### src/rtl/core/lgs_ram.sv
// lgs_ram: generic simple dual-port ram, one write and one registered read port
// no dependencies; used by life_grid_step_unit for the cell planes

module lgs_ram #(
    parameter int WIDTH = 8,
    parameter int DEPTH = 16
) (
    input  logic                     i_clk,
    input  logic                     i_we,
    input  logic [$clog2(DEPTH)-1:0] i_waddr,
    input  logic [WIDTH-1:0]         i_wdata,
    input  logic [$clog2(DEPTH)-1:0] i_raddr,
    output logic [WIDTH-1:0]         o_rdata
);

    logic [WIDTH-1:0] r_mem [DEPTH];
    logic [WIDTH-1:0] r_rdata;

    // write port and registered read port
    always_ff @(posedge i_clk) begin
        if (i_we) begin
            r_mem[i_waddr] <= i_wdata;
        end
        r_rdata <= r_mem[i_raddr];
    end

    assign o_rdata = r_rdata;

endmodule

### config.mk
export PLATFORM = sky130hd
export DESIGN_NAME = lgs_ram
export DESIGN_NICKNAME = d
export VERILOG_FILES = /design/src/rtl/core/lgs_ram.sv
export SDC_FILE = /design/constraint.sdc
export NUM_CORES = 1
export LEC_CHECK = 0
export BUFFER_PORTS_ARGS = -buffer_cell sky130_fd_sc_hd__buf_2
export CAP_MARGIN = 20
export CORE_MARGIN = 2
export CORE_UTILIZATION = 65
export DETAILED_ROUTE_END_ITERATION = 6
export HOLD_SLACK_MARGIN = 0.02
export PLACE_DENSITY_LB_ADDON = 0.15
export SLEW_MARGIN = 5
export SYNTH_ARGS = -nofsm -noshare
export SYNTH_HDL_FRONTEND = slang
export SYNTH_SLANG_ARGS = --single-unit
### constraint.sdc
create_clock -name i_clk -period 3 [get_ports i_clk]
set_input_delay 0.45 -clock i_clk [delete_from_list [all_inputs] [get_ports i_clk]]
set_output_delay 0.45 -clock i_clk [all_outputs]
set_load 0.01 [all_outputs]
# [Word-level counts from Yosys, hierarchy flattened]
# Memories as Yosys holds them, arrays and structs flattened. A register that Yosys moved wholly into a read port is not among the register bits.
# Index checks and enable logic that the tools add are counted.
[word_totals] ff_bits=0 ram_bits=128 out_inout_bits=8 word_cells=3 inputBits=18 mem_count=1
[mem_list] name="r_mem" words=16 word_bits=8 read_ports=1 rd_ports_with_merged_regs=1 wr=1 line="16" source="logic [WIDTH-1:0] r_mem [DEPTH];"
[classes] muxes=2
[op_table] op="2-to-1 mux 1 bit" count=2

# [Depth between registers and ports, before layout]
# Gate-level depths: netlist of the first run.
[depth] word_depth=2 depth_mapped=5 mapped_depth_nobuf=3

# [Least setup slack after synthesis of the first run]
# No wires, ideal clock.
[synth_path] kind="in2reg" startpoint="input port i_waddr[2]" endpoint="memory r_mem[0][0], enable pin" n_path_buf=0 setup_slack_ns=1.057 t_arrival_ns=1.560 setup_time_ns=0.383 stages=2 t_required_ns=2.617 cell_sequence="or3b_2 -> nor3_1"
[synth_rtl] item="start, declared" line="10" source="input logic [$clog2(DEPTH)-1:0] i_waddr,"
[synth_rtl] item="end, declared" line="16"
# Straight into the memory's write port.

==> results of run 1 <==
-- area by class of cell --
type / instances / area (µm²)
Timing Repair Buffer: 32 / 190.2
Fill cell: 402 / 1755
Tap cell: 102 / 127.6
Multi-Input combinational cell: 83 / 1057
Sequential cell: 136 / 4004
Clock buffer: 18 / 427.9
Clock inverter: 14 / 125.1
-- worst min-delay path by stage --
stage / to / slack, ns
final: r_mem[4][5]$_DFFE_PP_ / 0.31
after floorplan: r_mem[0][0]$_DFFE_PP_ / 0.55
after global placement: o_rdata[3]$_DFF_P_ / 0.65
after detailed placement: o_rdata[3]$_DFF_P_ / 0.66
after global routing: r_mem[10][3]$_DFFE_PP_ / 0.32
after CTS: r_mem[7][5]$_DFFE_PP_ / 0.30
-- cell usage after synthesis, drive strengths merged --
library cell,n
nor3,4
edfxtp,128
mux4,32
nor2b,1
nor2,13
and2,1
nand2,9
nand3b,2
nand3,1
a22oi,16
nand2b,2
dfxtp,8
buf,7
and2b,1
or3b,1
clkdlybuf4s25,3
-- sequential cells by signal, indices dropped and copies added (netlist names) --
signal	flops
o_rdata	8
r_mem	128
-- routing by layer --
| metal | part of all wire [%] | routed length (µm) | track usage (%) |
|---|---|---|---|
| met5 | 0 | 0 | 0 |
| met3 | 8.0 | 730 | 5.641 |
| met4 | 1.3 | 123 | 8.456 |
| met1 | 42 | 3813 | 32.93 |
| met2 | 49 | 4504 | 36.47 |
-- cells by family (layout without fill, tap and decap cells) --
logic type / after synthesis / count (layout)
compound gates: 16 / 16
buf+inv: 10 / 64
flops: 136 / 136
mux: 32 / 32
simple gates: 35 / 35
-- power breakdown --
| group | total, mW | switching [mW] | leakage, nW | internal, mW |
|---|---|---|---|---|
| clock network | 1.88 | 0.755 | 0.256 | 1.12 |
| registers | 2.14 | 0.0132 | 1.22 | 2.12 |
| logic | 0.193 | 0.112 | 0.511 | 0.0803 |
-- critical path, cell delays in order --
cell and delay, ns:
sky130_fd_sc_hd__buf_2 0.32, sky130_fd_sc_hd__buf_12 0.22, sky130_fd_sc_hd__mux4_1 0.56, sky130_fd_sc_hd__a22oi_1 0.31, sky130_fd_sc_hd__nand2_1 0.11
==> summary.md, run 1 <==
Run status
* complete, no violations — outcome

Logic synthesis
* 15.02% — fraction of synthesized area in multiplexers
* 229 — Syn Inst Count
* 2.333% — fraction of the mapped netlist area in compound gates
* 77.78% — Seq/Total Area, Yosys
* 0% — Adder-Cell Fraction of Synth Area
* 5147 µm² — post-synth design cell area
* multiplexers — dominant combinational cell family by area after synthesis
* 0 — Synth Warn #
* 136 — Synth Register Bits
* 3.184% — simple-gate share of the synthesized area
* 0% — parity-gate share of the synthesized area counting xor and xnor cells
* 22.48 µm² — average cell area after synthesis
* sky130_fd_sc_hd__edfxtp_1 — cell taking the most area after synthesis
* 19 — number of distinct library cell variants in the gate-level netlist after synthesis
* 247 — Mapped Nets
* sky130_fd_sc_hd__edfxtp_1, sky130_fd_sc_hd__mux4_2, sky130_fd_sc_hd__mux4_1 — top cells by area in the synthesized netlist
* 74.67% — post-synth top area share

GRT
* 2,460 — vias in the first global route
* 23.28% — overall track demand over capacity in global routing
* 33 — pin count of the biggest net entering global routing
* 13,850 µm — global-route wire length before repair
* 0 — total global routing overflow
* 0 — initial antenna violation count

Drt
* 0 — post-route DRC violation count
* 2,451 — DR vias
* 23.82 µm — per-cell routed wire length
* 9172 µm — drt total wl
* 5 — 1st-pass router iterations
* 6.366 — per-cell via count in the routed design
* 0 — antenna viol nets, final
* 264 — number of DRC violations after detailed-routing iteration 0

Timing
* 0 ns — final sum of negative setup slack
* 38.60% — headroom to the max-slew limit
* 0 — Fin. Hold Viols
* 0.3116 ns — hold slack final
* 0 — Setup-failing EPs final
* 1.395 ns — min setup slack post-route
* 0.9176 ns — actual slew at the worst max-slew pin
* 0.005054 ns — Clock Skew
* 53.51% — final worst-path cycle share
* 1.605 ns — final critical path time including I/O delays and setup
* 622.9 MHz — Max Clock Freq
* 0 — Slew Limit Fails
* no — setup repair after global routing missed its margin

Critical path
* 3.38 ns — Required @ worst endpoint
* 1.99 ns — Arr. time, crit path
* register — kind of end point of the critical path
* r_mem[1][1]$_DFFE_PP_ — launching point of the worst reg2reg path
* input port — critical path launch point type
* 15 — largest driver fanout on the critical path
* 3 — worst-case reg-to-reg path depth
* i_raddr[0] — Crit. Startpoint
* 1.56 ns — register-to-register setup slack
* o_rdata[2]$_DFF_P_ — Critical path destination
* o_rdata[1]$_DFF_P_ — capture instance of the worst register-to-register path
* input port to register — critical path class

Power
* 0.5932 mV — largest voltage drop on the vdd net
* 709.2 nW/µm² — total power per unit cell area
* 4.207 mW — post-layout total power
* 1.991 nW — Leakage Power

Placement
* 0.8439 ns — Worst Setup Slack post-DPL
* 5379 µm² — area of placed instances
* 353 — # placed instances
* 5808 µm — DP Wirelength
* 25 — quantity of I/O buffers inserted on ports
* 0.7374 — placer congestion estimate

CTS
* 0.52 ns — clock latency of the later-clocked register in the worst-skew pair
* 2 — clock tree buffer depth
* 0 — hold_buf cts
* sky130_fd_sc_hd__clkbuf_8 — clock tree root driver cell
* 17 — clock buffers created by TritonCTS
* 0 — number of buffers inserted by post-CTS setup repair
* yes — TritonCTS clock tree
* 136 — clk sinks
* 4 — H-tree depth
* 0.06 ns — clock-pin slew on the worst setup and hold paths
* 0 — post-cts gate resize count

Die
* 92.99 µm — die extent in y
* 92.99 µm — floorplan die width
* 26 — # IOs
* 7687 µm² — floorplan core area
* 66.96% — initial standard-cell utilization of the core
* 8647 µm² — area of the die
* 32 — site row count

Layout
* 288 — number of nets in the layout
* 15.24% — synthesis-to-layout area growth
* 29.33% — share of layout cells above drive strength 1
* 385 — final cell count without fillers
* 5932 µm² — final standard cell area without fillers
* sky130_fd_sc_hd__edfxtp_1, sky130_fd_sc_hd__buf_2, sky130_fd_sc_hd__mux4_2 — most frequent cells in the layout
* 0 — number of antenna repair diodes
* sky130_fd_sc_hd__edfxtp_1 — commonest non-fill, non-tap cell in the layout
* 77.16% — final cell utilization of the core

Min path
* input port to register — Hold Crit Class
* i_wdata[5] — beginning of the worst hold path
* 1 — hold path cells

Run
* 0 — max_cap viols

Note: power is estimated with default switching activity, not from simulation.
==> inputs of run 2 (changes only) <==
--- a/config.mk
+++ b/config.mk
@@ -8,7 +8,7 @@
 export BUFFER_PORTS_ARGS = -buffer_cell sky130_fd_sc_hd__buf_2
 export CAP_MARGIN = 20
 export CORE_MARGIN = 2
-export CORE_UTILIZATION = 65
+export CORE_UTILIZATION = 60
 export DETAILED_ROUTE_END_ITERATION = 6
 export HOLD_SLACK_MARGIN = 0.02
 export PLACE_DENSITY_LB_ADDON = 0.15
==> constraint.sdc (replaced) <==
create_clock -name i_clk -period 1.5 [get_ports i_clk]
set_input_delay 0.225 -clock i_clk [delete_from_list [all_inputs] [get_ports i_clk]]
set_output_delay 0.225 -clock i_clk [all_outputs]
set_load 0.01 [all_outputs]
==> run 2 against run 1 <==
Effect of this change:
- die area up 8.0%
- first-iteration DRC count down 19%
- hold slack worse by 0.21 ns
- power up 120%
==> summary.md, run 2 (synthesis results as in run 1) <==
Timing
* 0 — Slew Limit Fails, unchanged
* 0.7267 ns — actual slew at the worst max-slew pin, -0.1909 ns
* 715.4 MHz — Max Clock Freq
* 0 — Fin. Hold Viols, unchanged
* no — setup repair after global routing missed its margin
* 0 — Setup-failing EPs final, unchanged
* 1.398 ns — final critical path time including I/O delays and setup
* 51.45% — headroom to the max-slew limit, +13 points
* 0.006290 ns — Clock Skew, +0.001237 ns
* 93.19% — final worst-path cycle share

CTS
* 0 — hold_buf cts, unchanged
* 0.06 ns — clock-pin slew on the worst setup and hold paths, about the same
* 17 — clock buffers created by TritonCTS, unchanged
* 2 — clock tree buffer depth, unchanged
* 0 — post-cts gate resize count, unchanged
* 0 — number of buffers inserted by post-CTS setup repair, unchanged
* 136 — clk sinks, unchanged
* 4 — H-tree depth, unchanged
* 0.51 ns — clock latency of the later-clocked register in the worst-skew pair, about the same
* yes — TritonCTS clock tree
* sky130_fd_sc_hd__clkbuf_8 — clock tree root driver cell

Drt
* 0 — antenna viol nets, final, unchanged
* 23.45 µm — per-cell routed wire length, -1.6%
* 214 — number of DRC violations after detailed-routing iteration 0, -19%
* 0 — post-route DRC violation count, unchanged
* 9639 µm — drt total wl, +5.1%
* 2,530 — DR vias, +3.2%
* 6.156 — per-cell via count in the routed design, -3.3%
* 4 — 1st-pass router iterations, -1

Die
* 96.63 µm — floorplan die width, +3.9%
* 96.63 µm — die extent in y, +3.9%
* 33 — site row count, +3.1%
* 9336 µm² — area of the die, +8.0%
* 8258 µm² — floorplan core area, +7.4%
* 26 — # IOs, unchanged
* 62.33% — initial standard-cell utilization of the core, -4.6 points

Placement
* 379 — # placed instances, +7.4%
* 6065 µm — DP Wirelength, +4.4%
* 25 — quantity of I/O buffers inserted on ports, unchanged
* 0.8224 — placer congestion estimate, +12%
* 5585 µm² — area of placed instances, +3.8%

GRT
* 2,719 — vias in the first global route, +11%
* 0 — initial antenna violation count, unchanged
* 22.73% — overall track demand over capacity in global routing, -0.55 points
* 17 — pin count of the biggest net entering global routing, -48%
* 0 — total global routing overflow, unchanged
* 15,180 µm — global-route wire length before repair, +9.6%

Layout
* 21.05% — synthesis-to-layout area growth
* sky130_fd_sc_hd__edfxtp_1 — commonest non-fill, non-tap cell in the layout
* 0 — number of antenna repair diodes, unchanged
* 411 — final cell count without fillers, +6.8%
* 6231 µm² — final standard cell area without fillers, +5.0%
* sky130_fd_sc_hd__edfxtp_1, sky130_fd_sc_hd__buf_4, sky130_fd_sc_hd__buf_2 — most frequent cells in the layout
* 128 — Largest register FFs, unchanged
* r_mem — Top reg by flops
* 33.99% — share of layout cells above drive strength 1, +4.7 points
* 311 — number of nets in the layout, +8.0%

Power
* 1472 nW/µm² — total power per unit cell area, +110%
* 2.180 nW — Leakage Power, +9.5%
* 0.7978 mV — largest voltage drop on the vdd net, +34%

Critical path
* 1.77 ns — Arr. time, crit path, -0.22 ns
* r_mem[1][0]$_DFFE_PP_ — launching point of the worst reg2reg path
* 3 — critical path depth, -2
* o_rdata[0]$_DFF_P_ — Critical path destination
* 0 — WP buf/inv, -2
* 3 — worst-case reg-to-reg path depth, unchanged
* r_mem[1][0]$_DFFE_PP_ — Crit. Startpoint
* register to register — critical path class
* 1.88 ns — Required @ worst endpoint, -1.50 ns
* 1 — largest driver fanout on the critical path, -14
* sky130_fd_sc_hd__mux4_1 — slowest cell on the critical path
* 0.10 ns — register-to-register setup slack, -1.46 ns
* o_rdata[0]$_DFF_P_ — capture instance of the worst register-to-register path
* register — critical path launch point type
* register — kind of end point of the critical path
* multiplexers — cell type group with the largest total delay on the critical path
* mux4_1, a22oi_1, nand2_1 — cell-by-cell trace of the critical path
* 0.52 ns — Critical Path Max Stage Delay, -0.04 ns

Min path
* input port to register — Hold Crit Class

Run status
* complete, no violations — outcome

Run
* 0 — max_cap viols, unchanged

[run 2: cell types whose count changed in the layout (fill, tap and decap cells not counted), moves of 2 or more]
cell and change:
sky130_fd_sc_hd__bufinv_16 +5, sky130_fd_sc_hd__clkinv_1 +2, sky130_fd_sc_hd__buf_4 +21, sky130_fd_sc_hd__buf_12 +2, sky130_fd_sc_hd__inv_6 -2, sky130_fd_sc_hd__clkinvlp_4 -5
[run 2: worst min-delay path by stage]
stage | start | end | depth (start not counted)
2_1_floorplan | i_wdata[0] | r_mem[0][0]$_DFFE_PP_ | 0
3_3_place_gp | i_wdata[5] | r_mem[5][5]$_DFFE_PP_ | 1
3_5_place_dp | o_rdata[2]$_DFF_P_ | o_rdata[2] | 1
4_1_cts | i_wdata[7] | r_mem[8][7]$_DFFE_PP_ | 1
5_1_grt | i_wdata[2] | r_mem[5][2]$_DFFE_PP_ | 1
6_report | i_wdata[2] | r_mem[6][2]$_DFFE_PP_ | 1
[run 2: cell type report]
cell class / count / area [µm²]
flip-flops and latches: 136 / 4004
fillers: 445 / 2027
multi-input cells: 83 / 1062
clock buffers: 18 / 417.9
repair buffers: 55 / 387.9
clock inverters: 14 / 227.7
well taps: 105 / 131.4
[run 2: per-stage QoR]
step	hold WS, ns	utilization (%)	TNS (ns)	setup slack [ns]	total power, mW
floorplan	0.3239	-	0	0.008854	4.574
CTS	0.08661	75.45	0	0.1299	9.239
global route	0.08555	75.45	0	0.03519	9.462
global placement	0.6145	67.64	-0.6609	-0.1265	4.756
finish	0.09753	75.45	0	0.1021	9.172
detailed placement	0.6202	67.64	-0.9881	-0.1451	4.773
[run 2: report_power, final]
group / internal [mW] / switching (mW)
combinational: 0.187 / 0.231
sequential: 4.25 / 0.0279
clock: 3.02 / 1.46
[run 2: worst register-to-register path, delay by kind of cell (launching register included)]
kind	cells	cell delay [ns]
compound gates	1	0.25
flops	1	0.37
mux	1	0.52
simple gates	1	0.13
[run 2: metal layers]
| metal | GRT usage (%) | share of wire [%] | vias up |
|---|---|---|---|
| met4 | 8.884 | 1.7 | 0 |
| met2 | 35.04 | 51 | 90 |
| li1 | - | - | 1103 |
| met3 | 7.803 | 6.9 | 15 |
| met1 | 30.43 | 40 | 1322 |
| met5 | 0 | 0 | - |
==> inputs of run 3 (changes only) <==
--- a/config.mk
+++ b/config.mk
@@ -8,7 +8,7 @@
 export BUFFER_PORTS_ARGS = -buffer_cell sky130_fd_sc_hd__buf_2
 export CAP_MARGIN = 20
 export CORE_MARGIN = 2
-export CORE_UTILIZATION = 60
+export CORE_UTILIZATION = 55
 export DETAILED_ROUTE_END_ITERATION = 6
 export HOLD_SLACK_MARGIN = 0.02
 export PLACE_DENSITY_LB_ADDON = 0.15
==> run 3 against run 2 <==
Effect of this change:
- worst setup slack improved by 0.021 ns
- via count fell by 2.4%
- utilization fell by 8.0 points
- sequential power barely moved
- clock power fell by 7.4%
- critical endpoint is now o_rdata[4]$_DFF_P_
- largest power group is now registers
- highest routed layer unchanged
==> summary.md, run 3 (synthesis results as in run 1) <==
Critical path
* register to register — critical path class
* 1.76 ns — Arr. time, crit path, about the same
* sky130_fd_sc_hd__mux4_1 — slowest cell on the critical path
* mux4_1, a22oi_1, nand2_1 — cell-by-cell trace of the critical path
* 1.88 ns — Required @ worst endpoint, about the same
* r_mem[11][4]$_DFFE_PP_ — launching point of the worst reg2reg path
* 1 — largest driver fanout on the critical path, unchanged
* register — critical path launch point type
* r_mem[11][4]$_DFFE_PP_ — Crit. Startpoint
* 0.47 ns — Critical Path Max Stage Delay, -0.05 ns
* register — kind of end point of the critical path

Drt
* 4811 µm — WL met2, -2.6%
* 420 µm — DR WL met3, -37%
* 0 — antenna viol nets, final, unchanged
* met4 — highest metal layer with signal wires
* 2,470 — DR vias, -2.4%
* 232 — number of DRC violations after detailed-routing iteration 0, +8.4%
* 0 — post-route DRC violation count, unchanged
* 5.995 — per-cell via count in the routed design, -2.6%
* 4486 µm — wl on met1, +16%
* 23.84 µm — per-cell routed wire length, +1.7%
* 4 — 1st-pass router iterations, unchanged
* 9822 µm — drt total wl, +1.9%

Die
* 9153 µm² — floorplan core area, +11%
* 35 — site row count, +6.1%
* 56.24% — initial standard-cell utilization of the core, -6.1 points
* 100.7 µm — die extent in y, +4.3%
* 10,150 µm² — area of the die, +8.7%
* 100.7 µm — floorplan die width, +4.3%
* 26 — # IOs, unchanged

GRT
* 21.44% — overall track demand over capacity in global routing, -1.3 points
* 2,541 — vias in the first global route, -6.5%
* 0 — initial antenna violation count, unchanged
* 22 — pin count of the biggest net entering global routing, +5
* 15,050 µm — global-route wire length before repair, -0.87%
* 0 — total global routing overflow, unchanged

Run status
* complete, no violations — outcome

Power
* 0.8399 mV — largest voltage drop on the vdd net, +5.3%
* 46.9% — relative contribution of the clock network to total power, -1.9 points
* 1.725 mW — switching power, +0.48%
* 48.4% — portion of total power attributed to sequential cells, +1.8 points
* 19.51% — switching share of power, +0.80 points
* 7.113 mW — cell-internal power, -4.6%
* 1431 nW/µm² — total power per unit cell area, -2.8%
* 4.7% — combinational share of power, about the same
* 2.128 nW — Leakage Power, -2.3%

Layout
* r_mem — Top reg by flops
* 0 — number of antenna repair diodes, unchanged
* 412 — final cell count without fillers, +0.24%
* 19.96% — synthesis-to-layout area growth
* sky130_fd_sc_hd__edfxtp_1 — commonest non-fill, non-tap cell in the layout
* 128 — Largest register FFs, unchanged
* 567 — fill cell count, +27%
* 67.46% — final cell utilization of the core, -8.0 points
* 307 — number of nets in the layout, -1.3%
* sky130_fd_sc_hd__edfxtp_1, sky130_fd_sc_hd__buf_2, sky130_fd_sc_hd__buf_4 — most frequent cells in the layout
* 33.55% — share of layout cells above drive strength 1, -0.43 points

CTS
* sky130_fd_sc_hd__clkbuf_8 — clock tree root driver cell
* 0 — number of buffers inserted by post-CTS setup repair, unchanged
* 0 — post-cts gate resize count, unchanged
* 17 — clock buffers created by TritonCTS, unchanged
* 2 — clock tree buffer depth, unchanged
* 136 — clk sinks, unchanged
* 0.06 ns — clock-pin slew on the worst setup and hold paths, about the same
* 4 — H-tree depth, unchanged
* 0.51 ns — clock latency of the later-clocked register in the worst-skew pair, about the same
* 0 — hold_buf cts, unchanged
* yes — TritonCTS clock tree

Min path
* input port to register — Hold Crit Class
* i_wdata[5] — beginning of the worst hold path

Timing
* 0.005485 ns — Clock Skew, -0.0008054 ns
* 0 — Fin. Hold Viols, unchanged
* 1.377 ns — final critical path time including I/O delays and setup, -0.02093 ns
* 0.1231 ns — min setup slack post-route, +0.02093 ns
* 0 — Setup-failing EPs final, unchanged
* 0 — Slew Limit Fails, unchanged
* 48.72% — headroom to the max-slew limit, -2.7 points
* 726.2 MHz — Max Clock Freq, +1.5%
* 0.09146 ns — hold slack final, -0.006078 ns
* 0.7676 ns — actual slew at the worst max-slew pin, +0.04082 ns
* 91.80% — final worst-path cycle share, -1.4 points
* no — setup repair after global routing missed its margin

Run
* 0 — max_cap viols, unchanged

Placement
* -0.1636 ns — Worst Setup Slack post-DPL, -0.01848 ns
* 0.7352 — placer congestion estimate, -11%
* 381 — # placed instances, +0.53%
* 6263 µm — DP Wirelength, +3.2%
* 25 — quantity of I/O buffers inserted on ports, unchanged

run 3: cell count changes in the layout (fill, tap and decap cells not counted), sizes merged:
cell,change
clkinv,-2
clkinvlp,+4
inv,-1
bufinv,-2
buf,-4
run 3: critical path: cells and delay by family (launching register included):
family / cells / cell delay [ns]
muxes: 1 / 0.47
DFF: 1 / 0.37
AOI/OAI and AO/OA: 1 / 0.31
and+or+nand+nor: 1 / 0.11
run 3: final timing paths:
kind | endpoint | slack, ns | depth (start not counted)
hold reg to reg | o_rdata[5]$_DFF_P_ | 0.67 | 3
setup / recovery | o_rdata[4]$_DFF_P_ | 0.12 | 3
setup reg to reg | o_rdata[4]$_DFF_P_ | 0.12 | 3
hold / removal | r_mem[6][5]$_DFFE_PP_ | 0.09 | 1
run 3: through the flow:
stage                     cell area [µm²]  power [mW]  setup TNS, ns
after CTS                            6175       8.889              0
after global placement               5575       4.763        -0.5523
final                                6175       8.838              0
after detailed placement             5575       4.773        -0.6307
after global routing                 6175       9.121              0
after floorplan                      5152       4.574              0
run 3: layer usage:
| metal | GRT usage [%] | up-vias |
|---|---|---|
| met5 | 0 | - |
| li1 | - | 1095 |
| met4 | 6.639 | 0 |
| met2 | 33.13 | 72 |
| met3 | 5.825 | 12 |
| met1 | 30.42 | 1291 |
run 3: layout make-up:
type	count	area [µm²]	area share, %
Sequential cell	136	4004	64.84
Multi-Input combinational cell	83	1062	17.20
Clock buffer	18	417.9	6.768
Timing Repair Buffer	51	370.4	5.998
Clock inverter	13	181.4	2.938
Tap cell	111	138.9	2.249
run 3: power groups by stage:
| stage | Clock, mW | Sequential [mW] | Combinational [mW] |
|---|---|---|---|
| after floorplan | 0 | 4.36 | 0.216 |
| after global placement | 0 | 4.35 | 0.412 |
| after detailed placement | 0 | 4.35 | 0.420 |
| after CTS | 4.19 | 4.28 | 0.422 |
| after global routing | 4.39 | 4.28 | 0.451 |
| final | 4.15 | 4.28 | 0.417 |
